`config.mk`:
```
export PLATFORM = sky130hd
export DESIGN_NAME = cursor_linked_list_engine
export DESIGN_NICKNAME = d
export VERILOG_FILES = /design/src/rtl/clle_pkg.sv /design/src/rtl/clle_cell_store.sv /design/src/rtl/cursor_linked_list_engine.sv
export VERILOG_INCLUDE_DIRS = /design/src /design/src/rtl
export SDC_FILE = /design/constraint.sdc
export NUM_CORES = 1
export LEC_CHECK = 0
export ABC_AREA = 1
export CAP_MARGIN = 20
export CORE_UTILIZATION = 40
export DETAILED_ROUTE_END_ITERATION = 10
export DONT_BUFFER_PORTS = 1
export HOLD_SLACK_MARGIN = 0.15
export PLACE_DENSITY_LB_ADDON = 0.25
export SYNTH_ARGS = -nofsm -noshare
export SYNTH_HDL_FRONTEND = slang
export SYNTH_SLANG_ARGS = --single-unit
```
`constraint.sdc`:
```
create_clock -name clock -period 4.1 [get_ports clock]
set_clock_uncertainty 0.2 [all_clocks]
set_input_delay 0.82 -clock clock [delete_from_list [all_inputs] [get_ports clock]]
set_output_delay 0.82 -clock clock [all_outputs]
set_load 0.02 [all_outputs]
```
`src/rtl/cursor_linked_list_engine_assert.svh`:
```
// ----------------------------------------------------------------------------
// Assertion macros for the cursor linked list engine
// Concurrent checks that compile away when SYNTH is defined.
// ----------------------------------------------------------------------------
`ifndef CURSOR_LINKED_LIST_ENGINE_ASSERT_SVH
`define CURSOR_LINKED_LIST_ENGINE_ASSERT_SVH

`ifndef SYNTH

// Same-cycle implication: when ante holds, cons holds too.
`define CLLE_ASSERT_IMPLIES(label, clk, rst, ante, cons) \
   label: assert property (@(posedge clk) disable iff (rst) (ante) |-> (cons)) \
      else $error("cursor_linked_list_engine: assertion failed");

// Next-cycle implication: when ante holds, cons holds in the following cycle.
`define CLLE_ASSERT_NEXT(label, clk, rst, ante, cons) \
   label: assert property (@(posedge clk) disable iff (rst) (ante) |=> (cons)) \
      else $error("cursor_linked_list_engine: assertion failed");

`else

`define CLLE_ASSERT_IMPLIES(label, clk, rst, ante, cons)
`define CLLE_ASSERT_NEXT(label, clk, rst, ante, cons)

`endif

`endif

```
`src/rtl/clle_pkg.sv`:
```
// ----------------------------------------------------------------------------
// clle_pkg
// Shared constants, codes and bus types of the cursor linked list engine.
// ----------------------------------------------------------------------------
package clle_pkg;

   localparam int CELL_COUNT = 16;
   localparam int VALUE_W    = 16;
   localparam int IDX_W      = $clog2(CELL_COUNT);
   localparam int LINK_W     = IDX_W + 1;
   localparam int CMD_W      = 3;
   localparam int POS_W      = 5;
   localparam int STATUS_W   = 3;
   localparam int COUNT_W    = 5;
   localparam int CMP_W      = (POS_W > LINK_W) ? POS_W : LINK_W;
   localparam int REQ_W      = ((CMD_W + VALUE_W + POS_W + 7) / 8) * 8;
   localparam int RSP_W      = ((STATUS_W + VALUE_W + COUNT_W + 7) / 8) * 8;

   localparam logic [LINK_W-1:0] LINK_NIL = {LINK_W{1'b1}};

   typedef enum logic [CMD_W-1:0] {
      CMD_INS_HEAD   = 3'd0,
      CMD_INS_TAIL   = 3'd1,
      CMD_INS_AT     = 3'd2,
      CMD_INS_SORTED = 3'd3,
      CMD_DEL_FIRST  = 3'd4,
      CMD_DEL_ALL    = 3'd5,
      CMD_READ       = 3'd6
   } cmd_type;

   typedef enum logic [STATUS_W-1:0] {
      STS_OK        = 3'd0,
      STS_FULL      = 3'd1,
      STS_EMPTY     = 3'd2,
      STS_NOT_FOUND = 3'd3,
      STS_RANGE     = 3'd4
   } status_type;

   typedef enum logic [2:0] {
      S_IDLE,
      S_WALK,
      S_ALLOC,
      S_LINK,
      S_RELEASE,
      S_FIN
   } fsm_type;

   typedef struct packed {
      logic             en;
      logic [IDX_W-1:0] addr;
   } rd_req_type;

   typedef struct packed {
      logic                      val_en;
      logic                      link_en;
      logic [IDX_W-1:0]          addr;
      logic signed [VALUE_W-1:0] value;
      logic [LINK_W-1:0]         link;
   } wr_req_type;

   typedef struct packed {
      logic signed [VALUE_W-1:0] value;
      logic [LINK_W-1:0]         link;
   } rd_rsp_type;

   // a link names no cell when it points at or past the end of the store
   function automatic logic is_nil(input logic [LINK_W-1:0] link);
      return link >= LINK_W'(CELL_COUNT);
   endfunction

   function automatic logic [IDX_W-1:0] to_idx(input logic [LINK_W-1:0] link);
      return link[IDX_W-1:0];
   endfunction

endpackage

```
`src/rtl/clle_cell_store.sv`:
```
// ----------------------------------------------------------------------------
// clle_cell_store
// Value and link memories with one registered read port and one write port.
// ----------------------------------------------------------------------------
module clle_cell_store (
   input  logic                 clock,
   input  logic                 reset,
   input  clle_pkg::rd_req_type rd_req,
   input  clle_pkg::wr_req_type wr_req,
   output clle_pkg::rd_rsp_type rd_rsp
);
   import clle_pkg::*;

   logic signed [VALUE_W-1:0] value_mem [CELL_COUNT];
   logic [LINK_W-1:0]         link_mem  [CELL_COUNT];

   logic [CELL_COUNT-1:0]     link_valid_ff;
   logic [CELL_COUNT-1:0]     link_valid_in;
   logic                      rd_lvalid_ff;
   logic [IDX_W-1:0]          rd_addr_ff;
   logic signed [VALUE_W-1:0] rd_value_ff;
   logic [LINK_W-1:0]         rd_link_ff;

   // link of a cell that was never written: next cell, last one null
   function automatic logic [LINK_W-1:0] init_link(input logic [IDX_W-1:0] idx);
      logic [LINK_W-1:0] wide;
      wide = {1'b0, idx};
      if (wide == LINK_W'(CELL_COUNT - 1)) begin
         return LINK_NIL;
      end
      return wide + 1'b1;
   endfunction

   always_comb begin
      link_valid_in = link_valid_ff;
      if (wr_req.link_en) begin
         link_valid_in[wr_req.addr] = 1'b1;
      end
   end

   always_ff @(posedge clock) begin
      if (wr_req.val_en) begin
         value_mem[wr_req.addr] <= wr_req.value;
      end
      if (wr_req.link_en) begin
         link_mem[wr_req.addr] <= wr_req.link;
      end
      if (rd_req.en) begin
         rd_value_ff <= value_mem[rd_req.addr];
         rd_link_ff  <= link_mem[rd_req.addr];
         rd_addr_ff  <= rd_req.addr;
      end
   end

   always_ff @(posedge clock) begin
      if (reset) begin
         link_valid_ff <= '0;
         rd_lvalid_ff  <= 1'b0;
      end else begin
         link_valid_ff <= link_valid_in;
         if (rd_req.en) begin
            rd_lvalid_ff <= link_valid_ff[rd_req.addr];
         end
      end
   end

   assign rd_rsp.value = rd_value_ff;
   assign rd_rsp.link  = rd_lvalid_ff ? rd_link_ff : init_link(rd_addr_ff);

endmodule

```
`src/rtl/cursor_linked_list_engine.sv`:
```
// ----------------------------------------------------------------------------
// cursor_linked_list_engine
// Singly linked list of signed values in a fixed cell store with a free list.
// ----------------------------------------------------------------------------
//
//  Channel | Direction | Handshake          | Payload (lowest bit first)
//  --------+-----------+--------------------+-----------------------------------
//  req_    | in        | req_tvalid/tready  | cmd[2:0] value[18:3] position[23:19]
//  rsp_    | out       | rsp_tvalid/tready  | status[2:0] read_value[18:3]
//          |           |                    |   removed_count[23:19]
//
//  One item at a time. An item settled at acceptance goes straight to the
//  final state. A read or a delete walks the list from the head, and a
//  delete adds a release step per cell removed; an insert walks to its place
//  where needed, then allocates a free cell and, behind a cell, links it in.
//  The single read port of the link memory sets the pace, one cell per cycle
//  while walking. The longest item is a delete-all over a full store.
//  The result waits in an output register; a new item is taken while it
//  waits, and a finished one holds in the final state until the register
//  frees. Reset is synchronous and needs no clearing pass: per-cell valid
//  bits stand in for the initial chain of links.
//
// ----------------------------------------------------------------------------
`include "cursor_linked_list_engine_assert.svh"

module cursor_linked_list_engine (
   input  logic        clock,
   input  logic        reset,
   input  logic        req_tvalid,
   output logic        req_tready,
   input  logic [23:0] req_tdata,   // cmd[2:0], value[18:3], position[23:19]
   output logic        rsp_tvalid,
   input  logic        rsp_tready,
   output logic [23:0] rsp_tdata    // status[2:0], read_value[18:3], removed_count[23:19]
);
   import clle_pkg::*;

   // control state
   fsm_type                   state_ff, state_in;
   logic [LINK_W-1:0]         list_head_ff, list_head_in;
   logic [LINK_W-1:0]         free_head_ff, free_head_in;
   logic [LINK_W-1:0]         length_ff, length_in;
   logic                      rsp_valid_ff, rsp_valid_in;

   // working registers of the item in flight
   cmd_type                   cmd_ff, cmd_in;
   logic signed [VALUE_W-1:0] value_ff, value_in;
   logic [LINK_W-1:0]         prev_ff, prev_in;
   logic [LINK_W-1:0]         cur_ff, cur_in;
   logic [LINK_W-1:0]         nxt_ff, nxt_in;
   logic [IDX_W-1:0]          alloc_ff, alloc_in;
   logic [LINK_W-1:0]         steps_ff, steps_in;
   logic [COUNT_W-1:0]        removed_ff, removed_in;
   status_type                status_ff, status_in;
   logic signed [VALUE_W-1:0] rdv_ff, rdv_in;

   // output register
   logic [STATUS_W-1:0]       rsp_status_ff, rsp_status_in;
   logic signed [VALUE_W-1:0] rsp_value_ff, rsp_value_in;
   logic [COUNT_W-1:0]        rsp_removed_ff, rsp_removed_in;

   // request fields
   cmd_type                   req_cmd;
   logic signed [VALUE_W-1:0] req_value;
   logic [POS_W-1:0]          req_position;
   logic                      req_fire;

   // decode
   logic [CMP_W-1:0]          ins_tgt;
   logic [CMP_W-1:0]          len_cmp;
   fsm_type                   idle_go;
   status_type                idle_status;
   logic [LINK_W-1:0]         idle_steps;
   fsm_type                   walk_go;
   fsm_type                   rel_go;
   logic                      slot_free;
   logic                      walk_less;
   logic                      walk_match;
   logic                      walk_end;
   logic                      steps_zero;

   // store ports
   rd_req_type                rd_req;
   wr_req_type                wr_req;
   rd_rsp_type                rd_rsp;

   // assertion helpers
   logic                      rw_clash;
   logic                      idle_st;
   logic                      head_nil;
   logic                      free_nil;

   clle_cell_store u_store (
      .clock  (clock),
      .reset  (reset),
      .rd_req (rd_req),
      .wr_req (wr_req),
      .rd_rsp (rd_rsp)
   );

   assign req_cmd      = cmd_type'(req_tdata[2:0]);
   assign req_value    = req_tdata[18:3];
   assign req_position = req_tdata[23:19];
   assign req_tready   = (state_ff == S_IDLE);
   assign req_fire     = req_tvalid & req_tready;

   assign rsp_tvalid   = rsp_valid_ff;
   assign rsp_tdata    = {rsp_removed_ff, rsp_value_ff, rsp_status_ff};
   assign slot_free    = ~rsp_valid_ff | rsp_tready;

   assign len_cmp      = CMP_W'(length_ff);
   assign walk_less    = rd_rsp.value < value_ff;
   assign walk_match   = rd_rsp.value == value_ff;
   assign walk_end     = is_nil(rd_rsp.link);
   assign steps_zero   = (steps_ff == '0);

   // decide at acceptance whether the item settles at once, allocates a cell at once or walks the list
   always_comb begin
      ins_tgt     = '0;
      idle_go     = S_FIN;
      idle_status = STS_OK;
      idle_steps  = '0;
      case (req_cmd)
         CMD_INS_HEAD, CMD_INS_TAIL, CMD_INS_AT: begin
            case (req_cmd)
               CMD_INS_HEAD: ins_tgt = '0;
               CMD_INS_TAIL: ins_tgt = len_cmp;
               default:      ins_tgt = CMP_W'(req_position);
            endcase
            if (ins_tgt > len_cmp) begin
               idle_status = STS_RANGE;
            end else if (is_nil(free_head_ff)) begin
               idle_status = STS_FULL;
            end else if (ins_tgt == '0) begin
               idle_go = S_ALLOC;
            end else begin
               idle_go    = S_WALK;
               idle_steps = LINK_W'(ins_tgt - 1'b1);
            end
         end
         CMD_INS_SORTED: begin
            if (is_nil(free_head_ff)) begin
               idle_status = STS_FULL;
            end else if (is_nil(list_head_ff)) begin
               idle_go = S_ALLOC;
            end else begin
               idle_go = S_WALK;
            end
         end
         CMD_DEL_FIRST, CMD_DEL_ALL: begin
            if (is_nil(list_head_ff)) begin
               idle_status = STS_EMPTY;
            end else begin
               idle_go = S_WALK;
            end
         end
         CMD_READ: begin
            if (is_nil(list_head_ff)) begin
               idle_status = STS_EMPTY;
            end else if (CMP_W'(req_position) >= len_cmp) begin
               idle_status = STS_RANGE;
            end else begin
               idle_go    = S_WALK;
               idle_steps = LINK_W'(req_position);
            end
         end
         default: begin
            idle_go = S_FIN;
         end
      endcase
   end

   // one cell per cycle: the read data belongs to cur_ff
   always_comb begin
      walk_go = S_FIN;
      case (cmd_ff)
         CMD_INS_HEAD, CMD_INS_TAIL, CMD_INS_AT: begin
            walk_go = steps_zero ? S_ALLOC : S_WALK;
         end
         CMD_INS_SORTED: begin
            walk_go = (walk_less && !walk_end) ? S_WALK : S_ALLOC;
         end
         CMD_DEL_FIRST, CMD_DEL_ALL: begin
            if (walk_match) begin
               walk_go = S_RELEASE;
            end else begin
               walk_go = walk_end ? S_FIN : S_WALK;
            end
         end
         CMD_READ: begin
            walk_go = steps_zero ? S_FIN : S_WALK;
         end
         default: begin
            walk_go = S_FIN;
         end
      endcase
      if (cmd_ff == CMD_DEL_FIRST || is_nil(nxt_ff)) begin
         rel_go = S_FIN;
      end else begin
         rel_go = S_WALK;
      end
   end

   // next state
   always_comb begin
      state_in = state_ff;
      case (state_ff)
         S_IDLE: begin
            if (req_fire) begin
               state_in = idle_go;
            end
         end
         S_WALK:    state_in = walk_go;
         S_ALLOC:   state_in = is_nil(prev_ff) ? S_FIN : S_LINK;
         S_LINK:    state_in = S_FIN;
         S_RELEASE: state_in = rel_go;
         S_FIN: begin
            if (slot_free) begin
               state_in = S_IDLE;
            end
         end
         default:   state_in = S_IDLE;
      endcase
   end

   // datapath, memory requests and output register
   always_comb begin
      list_head_in   = list_head_ff;
      free_head_in   = free_head_ff;
      length_in      = length_ff;
      cmd_in         = cmd_ff;
      value_in       = value_ff;
      prev_in        = prev_ff;
      cur_in         = cur_ff;
      nxt_in         = nxt_ff;
      alloc_in       = alloc_ff;
      steps_in       = steps_ff;
      removed_in     = removed_ff;
      status_in      = status_ff;
      rdv_in         = rdv_ff;
      rsp_valid_in   = rsp_valid_ff & ~rsp_tready;
      rsp_status_in  = rsp_status_ff;
      rsp_value_in   = rsp_value_ff;
      rsp_removed_in = rsp_removed_ff;
      rd_req         = '0;
      wr_req         = '0;

      case (state_ff)
         S_IDLE: begin
            if (req_fire) begin
               cmd_in     = req_cmd;
               value_in   = req_value;
               prev_in    = LINK_NIL;
               cur_in     = list_head_ff;
               steps_in   = idle_steps;
               removed_in = '0;
               status_in  = idle_status;
               rdv_in     = '0;
               if (idle_go == S_ALLOC) begin
                  rd_req.en   = 1'b1;
                  rd_req.addr = to_idx(free_head_ff);
               end else if (idle_go == S_WALK) begin
                  rd_req.en   = 1'b1;
                  rd_req.addr = to_idx(list_head_ff);
               end
            end
         end

         S_WALK: begin
            case (cmd_ff)
               CMD_INS_HEAD, CMD_INS_TAIL, CMD_INS_AT: begin
                  if (steps_zero) begin
                     // cur is the cell before the insert point
                     prev_in     = cur_ff;
                     nxt_in      = rd_rsp.link;
                     rd_req.en   = 1'b1;
                     rd_req.addr = to_idx(free_head_ff);
                  end else begin
                     steps_in    = steps_ff - 1'b1;
                     cur_in      = rd_rsp.link;
                     rd_req.en   = 1'b1;
                     rd_req.addr = to_idx(rd_rsp.link);
                  end
               end
               CMD_INS_SORTED: begin
                  if (walk_less) begin
                     prev_in = cur_ff;
                     nxt_in  = rd_rsp.link;
                     rd_req.en = 1'b1;
                     if (walk_end) begin
                        rd_req.addr = to_idx(free_head_ff);
                     end else begin
                        cur_in      = rd_rsp.link;
                        rd_req.addr = to_idx(rd_rsp.link);
                     end
                  end else begin
                     // new value goes in front of the first cell not below it
                     nxt_in      = cur_ff;
                     rd_req.en   = 1'b1;
                     rd_req.addr = to_idx(free_head_ff);
                  end
               end
               CMD_DEL_FIRST, CMD_DEL_ALL: begin
                  if (walk_match) begin
                     // unhook cur now, hand it to the free list next cycle
                     nxt_in     = rd_rsp.link;
                     removed_in = removed_ff + 1'b1;
                     if (is_nil(prev_ff)) begin
                        list_head_in = rd_rsp.link;
                     end else begin
                        wr_req.link_en = 1'b1;
                        wr_req.addr    = to_idx(prev_ff);
                        wr_req.link    = rd_rsp.link;
                     end
                  end else begin
                     prev_in = cur_ff;
                     if (walk_end) begin
                        status_in = (removed_ff == '0) ? STS_NOT_FOUND : STS_OK;
                     end else begin
                        cur_in      = rd_rsp.link;
                        rd_req.en   = 1'b1;
                        rd_req.addr = to_idx(rd_rsp.link);
                     end
                  end
               end
               CMD_READ: begin
                  if (steps_zero) begin
                     rdv_in = rd_rsp.value;
                  end else begin
                     steps_in    = steps_ff - 1'b1;
                     cur_in      = rd_rsp.link;
                     rd_req.en   = 1'b1;
                     rd_req.addr = to_idx(rd_rsp.link);
                  end
               end
               default: begin
                  status_in = status_ff;
               end
            endcase
         end

         S_ALLOC: begin
            // read data is the link of the free-list head cell
            wr_req.val_en  = 1'b1;
            wr_req.link_en = 1'b1;
            wr_req.addr    = to_idx(free_head_ff);
            wr_req.value   = value_ff;
            wr_req.link    = is_nil(prev_ff) ? list_head_ff : nxt_ff;
            free_head_in   = rd_rsp.link;
            length_in      = length_ff + 1'b1;
            alloc_in       = to_idx(free_head_ff);
            if (is_nil(prev_ff)) begin
               list_head_in = free_head_ff;
            end
         end

         S_LINK: begin
            wr_req.link_en = 1'b1;
            wr_req.addr    = to_idx(prev_ff);
            wr_req.link    = {1'b0, alloc_ff};
         end

         S_RELEASE: begin
            // push the freed cell onto the free-list head
            wr_req.link_en = 1'b1;
            wr_req.addr    = to_idx(cur_ff);
            wr_req.link    = free_head_ff;
            free_head_in   = cur_ff;
            length_in      = length_ff - 1'b1;
            if (rel_go == S_WALK) begin
               cur_in      = nxt_ff;
               rd_req.en   = 1'b1;
               rd_req.addr = to_idx(nxt_ff);
            end
         end

         S_FIN: begin
            if (slot_free) begin
               rsp_valid_in   = 1'b1;
               rsp_status_in  = status_ff;
               rsp_value_in   = rdv_ff;
               rsp_removed_in = removed_ff;
            end
         end

         default: begin
            rsp_valid_in = rsp_valid_ff & ~rsp_tready;
         end
      endcase
   end

   always_ff @(posedge clock) begin
      if (reset) begin
         state_ff     <= S_IDLE;
         list_head_ff <= LINK_NIL;
         free_head_ff <= '0;
         length_ff    <= '0;
         rsp_valid_ff <= 1'b0;
      end else begin
         state_ff     <= state_in;
         list_head_ff <= list_head_in;
         free_head_ff <= free_head_in;
         length_ff    <= length_in;
         rsp_valid_ff <= rsp_valid_in;
      end
   end

   always_ff @(posedge clock) begin
      cmd_ff         <= cmd_in;
      value_ff       <= value_in;
      prev_ff        <= prev_in;
      cur_ff         <= cur_in;
      nxt_ff         <= nxt_in;
      alloc_ff       <= alloc_in;
      steps_ff       <= steps_in;
      removed_ff     <= removed_in;
      status_ff      <= status_in;
      rdv_ff         <= rdv_in;
      rsp_status_ff  <= rsp_status_in;
      rsp_value_ff   <= rsp_value_in;
      rsp_removed_ff <= rsp_removed_in;
   end

   // ------------------------------------------------------------------------
   // checks
   // ------------------------------------------------------------------------
   assign rw_clash = rd_req.en && (wr_req.val_en || wr_req.link_en) &&
                     (rd_req.addr == wr_req.addr);
   assign idle_st  = (state_ff == S_IDLE);
   assign head_nil = is_nil(list_head_ff);
   assign free_nil = is_nil(free_head_ff);

   // the sequencer never reads a cell in the cycle it writes it
   `CLLE_ASSERT_IMPLIES(a_no_rw_clash, clock, reset, rd_req.en, !rw_clash)
   // between items the head pointer agrees with the cell count
   `CLLE_ASSERT_IMPLIES(a_head_vs_length, clock, reset, idle_st, head_nil == (length_ff == '0))
   // between items an empty free list means a full store
   `CLLE_ASSERT_IMPLIES(a_free_vs_length, clock, reset, idle_st && free_nil, length_ff == LINK_W'(CELL_COUNT))
   // every release shortens the list by exactly one cell
   `CLLE_ASSERT_NEXT(a_release_count, clock, reset, state_ff == S_RELEASE, length_ff == $past(length_ff) - 1'b1)

endmodule

```
Yosys cells after proc, flatten, opt, wreduce, memory -nomap -nowiden
Memory sizes are Yosys's and may differ from the RTL's. A register that Yosys moved wholly into a read port is not among the register bits. Cells that the tools add are included.

Bits in registers: 131. RAM bits: 336. Word-level logic and storage cells: 234. Memories: 2.

$add $sub $neg: 6. $lt $le $gt $ge: 11. Equality and inequality tests: 43. Mux-type cells: 114. Bitwise logic cells: 6. Reductions and logical operators: 31.

Memory list: u_store.value_mem (depth 16, width 16, rd ports 1, clocked after memory_dff 1, write ports 1, RTL line clle_cell_store.sv:14) `logic signed [VALUE_W-1:0] value_mem [CELL_COUNT];`; u_store.link_mem (depth 16, width 5, rd ports 1, clocked after memory_dff 1, write ports 1, RTL line clle_cell_store.sv:15) `logic [LINK_W-1:0] link_mem [CELL_COUNT];`.

Operators with widths (count): 2-to-1 mux 5 bit (46); case mux 5 bit (2 select lines) (8); case mux 5 bit (3 select lines) (5); 2-to-1 mux 16 bit (4); 2-to-1 mux 3 bit (20); case mux 5 bit (4 select lines) (3); case mux 3 bit (4 select lines) (3); case mux 16 bit (2 select lines) (1); greater-or-equal comparator 5 bit, second input constant (5); == test 3 bit, second input constant (8); != test 2 bit, second input constant (12); == test 3 x 2 -> 1 bit, second input constant (7); case mux 3 bit (6 select lines) (1); == test 16 bit (1); < comparator 16 bit (1); OR 16 bit (1); AND reduction 4 bit (4); == test 3 x 1 -> 1 bit, second input constant (5); logical NOT 5 bit (3); subtractor 5 x 1 -> 5 bit, second input constant (3); 2-to-1 mux 2 bit (6); 2-to-1 mux 4 bit (3); != test 3 bit, second input constant (4); 2-to-1 mux 1 bit (11); other kinds (29) (46).

Longest topological paths before layout
Depth in word-level cells: 15. Depth in mapped cells: 28. Depth with buffers taken out: 26.

Cells and area by module
A second synthesis with hierarchy kept.

Cell total of the unflattened synthesis: 1870. Area, all modules: 21174.1 um^2.

By module, submodules not included: clle_cell_store (instances 1, cells each 1176, area each 15050.7 um^2); cursor_linked_list_engine (instances 1, cells each 694, area each 6123.4 um^2).

Worst setup path after synthesis
No wires, ideal clock.

Path kind: input port to flip-flop. From: input port req_tdata[2]. To: register u_store.rd_lvalid_ff. Setup time: 0.111 ns. Data arrival time: 3.532 ns. Data required time: 3.789 ns. Setup slack: 0.257 ns. Cell stages on the path: 21. Buffers on the path: 0. Cells stage by stage: nor2_4 -> inv_2 -> nand2_1 -> o21a_1 -> inv_1 -> ha_1 -> nand2_1 -> nor2_1 -> nand2_1 -> nand3_1 -> nand3_1 -> nand2_1 -> inv_1 -> nand2_1 -> nor2_2 -> inv_1 -> o221ai_1 -> o21ai_0 -> inv_1 -> nand2_1 -> inv_1.

RTL lines: start, declared (RTL line cursor_linked_list_engine.sv:31) `input logic [23:0] req_tdata,`; end signal, assigned (RTL line clle_cell_store.sv:62) `rd_lvalid_ff <= link_valid_ff[rd_req.addr];`; end, declared (RTL line clle_cell_store.sv:19) `logic rd_lvalid_ff;`.

Worst setup path after layout
From: register value_ff[15]. To: register u_store.rd_value_ff[6], read port of u_store.value_mem (data pin).

Longest elaborated chain between the ends: 4. Elaborated cells between the ends (all ways): 6.

Ends and longest elaborated chain: start, declared (RTL line cursor_linked_list_engine.sv:47) `logic signed [VALUE_W-1:0] value_ff, value_in;`; start signal, assigned (RTL line cursor_linked_list_engine.sv:410) `value_ff <= value_in;`; < comparator 16 bit or == test 16 bit (tied branches) (RTL line cursor_linked_list_engine.sv:112, cursor_linked_list_engine.sv:113); 2-to-1 mux 4 bit or 2-to-1 mux 5 bit (tied branches) (RTL line cursor_linked_list_engine.sv:286, cursor_linked_list_engine.sv:304); case mux 5 bit (4 select lines) * (RTL line cursor_linked_list_engine.sv:270) `case (cmd_ff)`; case mux 5 bit (3 select lines) * (RTL line cursor_linked_list_engine.sv:248) `case (state_ff)`; end, declared (RTL line clle_cell_store.sv:21) `logic signed [VALUE_W-1:0] rd_value_ff;`.

Every way passes the cells marked *; elsewhere a longest branch is shown, timed or not. A chain may end at the register's enable or synchronous reset.

==> results.md <==
- Mean Syn Cell Area: approximately 11 um2
- Total CTS buffers: 50
- CTS H-tree depth: 2
- Period utilization: 0.928
- Netlist Area Pre-Place: 21800 um2
- Die Wd: roughly 240 um
- Die Area: 55400 um2
- Metal2 WL: 25.3 mm
- Max VDD drop: a little under 0.4 mV
- Outcome: complete, no violations
- Reg area: approximately 14000 um2
- Slowest cell delay on critical path: 370 ps
- Gpl congestion: 0.896
- Vias: 14300
- Yosys cell types: 50
- Number of vias per cell: roughly 5
- CTS sink cnt: slightly below 500
- Arrival time worst endpoint: between 3000 and 4000 ps
- Total Nets Final: 2110
- FFs w/ async S/R, synth: 0
- HP Start: rdv_ff[5]
- Most used DFF post-synth: edfxtp_1
- P per Cell Area: 749 nW/um2
- Rel. slew slack: 0.280
- Residual DRC: 0
- Met1 wire length: about 23 mm
- Area grow syn2layout: 15.5%
- Seq cells post-synth: 488
- YS warnings: 0
- Required @ worst endpoint: ~4300 ps
- Pre-CTS setup slack: -56.7 ps
- Vias in the first global route: ~14000
- Final WS setup: ~290 ps
- Slew Limit Fails: 0
- Type of the worst setup path: register to register
- Initial antenna violation count: 0
- Worst hold slack: between 200 and 250 ps
- Initial core utilization: 0.405
- DP HPWL: between 30 and 40 mm
- PortBufs: 0
- Post-CTS Setup Inserts: 0
- Final Hold Violating Endpoints: 0
- Post-Route WL: about 52 mm
- Largest net degree at the start of global routing: 60
- CTS tree: done
- Drt first pass iters: 5
- Gate Count Post-Synth: 1964
- Antenna cells: 0
- WHS Endpoint: rsp_value_ff[5]
- Clk root buf: clkbuf_16
- Worst-skew pair later-pin latency: about 600 ps
- Final global-route overflow total: 0
- Max Used Layer: met4
- Routed wl met3: approximately 2.9 mm
- Critical R2R Launch: value_ff[15]
- Maximum fanout along the worst path: 33
- Min cycle time layout: 3810 ps
- CP Capture Type: register
- Post-DRT Antenna Nets: 0
- Multi-input logic area: about 5800 um2
- Share of cells above drive strength 1: 0.125
- Post-synth EDFFs: approximately 450
- CORE AREA: between 50000 and 60000 um2
- WL/cell: about 19 um
- Slowest cell on crit path: edfxtp_1
- Max Freq: 263 MHz
- Synth Net Count: 2028
- Post-synthesis sequential area ratio: 0.656
- CP Cell Sequence: inv_1 -> ha_2 -> a21oi_1 -> nand2_1 -> a21oi_1 -> nand4_1 -> nand2_2 -> nand2_1 -> nand3_1 -> nand3_1 -> a21oi_4 -> buf_12 -> buf_12 -> a21oi_1 -> o21ai_0 -> nand3_1 -> nand3_1 -> nand2_1
- IO Count: 54
- GRT Util Overall: 0.192
- Die height: roughly 240 um
- # fillers: approximately 4800
- R2R setup slack: approximately 300 ps
- First-pass GRT wire length: 82.3 mm
- Most frequent CP cell: nand3_1
- Slew of the pin with the lowest slew margin: 1080 ps
- Row count: 85
- Worst Reg-to-Reg Cells: 18
- First-iteration detailed-routing DRC count: ~1200
- Worst setup SP type: register
- Max cap viols: 0
- RSZ-0062 raised after global routing: no
- Hold path depth: 0
- Leak: around 10 nW
- Worst-path clk slew: around 60 ps
- FF-to-FF End: u_store.rd_value_ff[6]
- Worst hold path type: register to register
- CTS Buffer Depth: 3
- Setup violations, final: 0
[what timing repair did]
action,in CTS,in global routing
hold buffers,20,0
endpoints found under the setup margin,0,29
gates resized for setup,0,1
hold endpoints to repair,44,0
[report_power, final]
part / switching, mW / internal (mW) / leakage [nW] / total [mW]
registers: 0.358 / 6.44 / 4.28 / 6.80
logic: 4.93 / 2.57 / 4.69 / 7.50
clock network: 1.90 / 2.65 / 0.794 / 4.55
total: 7.18 / 11.7 / 9.77 / 18.8
[cells in the mapped netlist, types with 8 or more instances]
cell / number / area [um2]
a31oi_1: 8 / 50.1
o21ai_1: 10 / 50.1
dfxtp_1: 36 / 721
buf_2: 21 / 105
o211ai_1: 52 / 390
edfxtp_1: 452 / 13600
buf_6: 17 / 191
clkbuf_1: 35 / 131
o211ai_2: 45 / 563
inv_1: 342 / 1280
nand4_1: 8 / 50.1
a21oi_1: 136 / 681
nand3_1: 192 / 961
buf_1: 9 / 33.8
nand2_2: 8 / 50.1
ha_1: 35 / 438
o21ai_0: 112 / 561
nand2_1: 265 / 995
nor2_1: 114 / 428
[critical path, delay by kind of cell (launching register included)]
kind | cells | cell delay (ps)
AND/OR/NAND/NOR | 9 | 1120
adder cells (fa/ha/maj) | 1 | 350
flip-flops | 1 | 370
AO/OA/AOI/OAI | 5 | 930
buffers and inverters | 3 | 580
[placed cells by master, fill, tap and decap left out, drive strengths merged, types with 3 or more instances in the layout]
cell,netlist,layout
dlygate4sd3,0,20
clkbuf,35,71
a31oi,8,8
nand3,193,193
buf,52,95
o22ai,8,8
bufinv,0,5
clkinv,1,17
nand2,275,275
o221ai,3,3
nand4,8,8
edfxtp,452,452
dfxtp,36,36
xor2,4,4
nor3,7,7
o21ai,124,124
a21oi,137,137
o211ai,97,97
inv,345,347
xnor2,4,4
nor2,120,120
ha,35,35
[layer usage]
metal	vias up	GRT usage
met5	-	0
met4	0	0.0456
met1	6932	0.261
met2	396	0.323
li1	6951	-
met3	61	0.0301
[through the flow]
| step | std cells | power (mW) | utilization | instance area, um2 | setup TNS [ps] |
|---|---|---|---|---|---|
| 2_1_floorplan | 1964 | 12.0 | - | 21800 | 0 |
| 3_3_place_gp | 2667 | 14.2 | 0.433 | 23300 | -85.8 |
| 3_5_place_dp | 2667 | 14.4 | 0.433 | 23300 | -140 |
| 4_1_cts | 2781 | 19.0 | 0.467 | 25100 | 0 |
| 5_1_grt | 2784 | 20.1 | 0.468 | 25200 | 0 |
| 6_report | 2784 | 18.8 | 0.468 | 25200 | 0 |
[registers in the layout, indices dropped and copies added, names as in the netlist, 16 cells and up]
register	count
u_store.value_mem	256
u_store.link_mem	80
rdv_ff	16
rsp_value_ff	16
u_store.link_valid_ff	16
u_store.rd_value_ff	16
value_ff	16
[layout make-up]
cell class | count | area share
clock buffer | 69 | 0.0542
clock inverter | 25 | 0.0106
inverter | 346 | 0.0517
multi-input combinational | 1043 | 0.230
sequential | 488 | 0.568
tap | 696 | 0.0346
timing repair buffer | 117 | 0.0510
[logic make-up after synthesis]
group	count (synthesis)	share of synthesized area
AOI/OAI and AO/OA	391	0.116
xor gates and xnor gates	8	0.00322
adders and majority gates	36	0.0210
buffers and inverters	433	0.0826
DFF	488	0.656
and+or+nand+nor	608	0.121
[how the worst max path moves through the flow]
stage | from | endpoint | slack (ps) | cells after the start
global route | value_ff[15] | u_store.value_mem[8][10] | 10 | 20
detailed placement | req_tdata[2] | u_store.rd_link_ff[4] | -60 | 24
CTS | value_ff[15] | u_store.value_mem[11][15] | 240 | 19
finish | value_ff[15] | u_store.rd_value_ff[6] | 290 | 18
global placement | req_tdata[2] | u_store.rd_value_ff[6] | -30 | 23
floorplan | req_tdata[2] | u_store.rd_lvalid_ff | 260 | 21
Note: power is estimated with default switching activity, not from simulation.
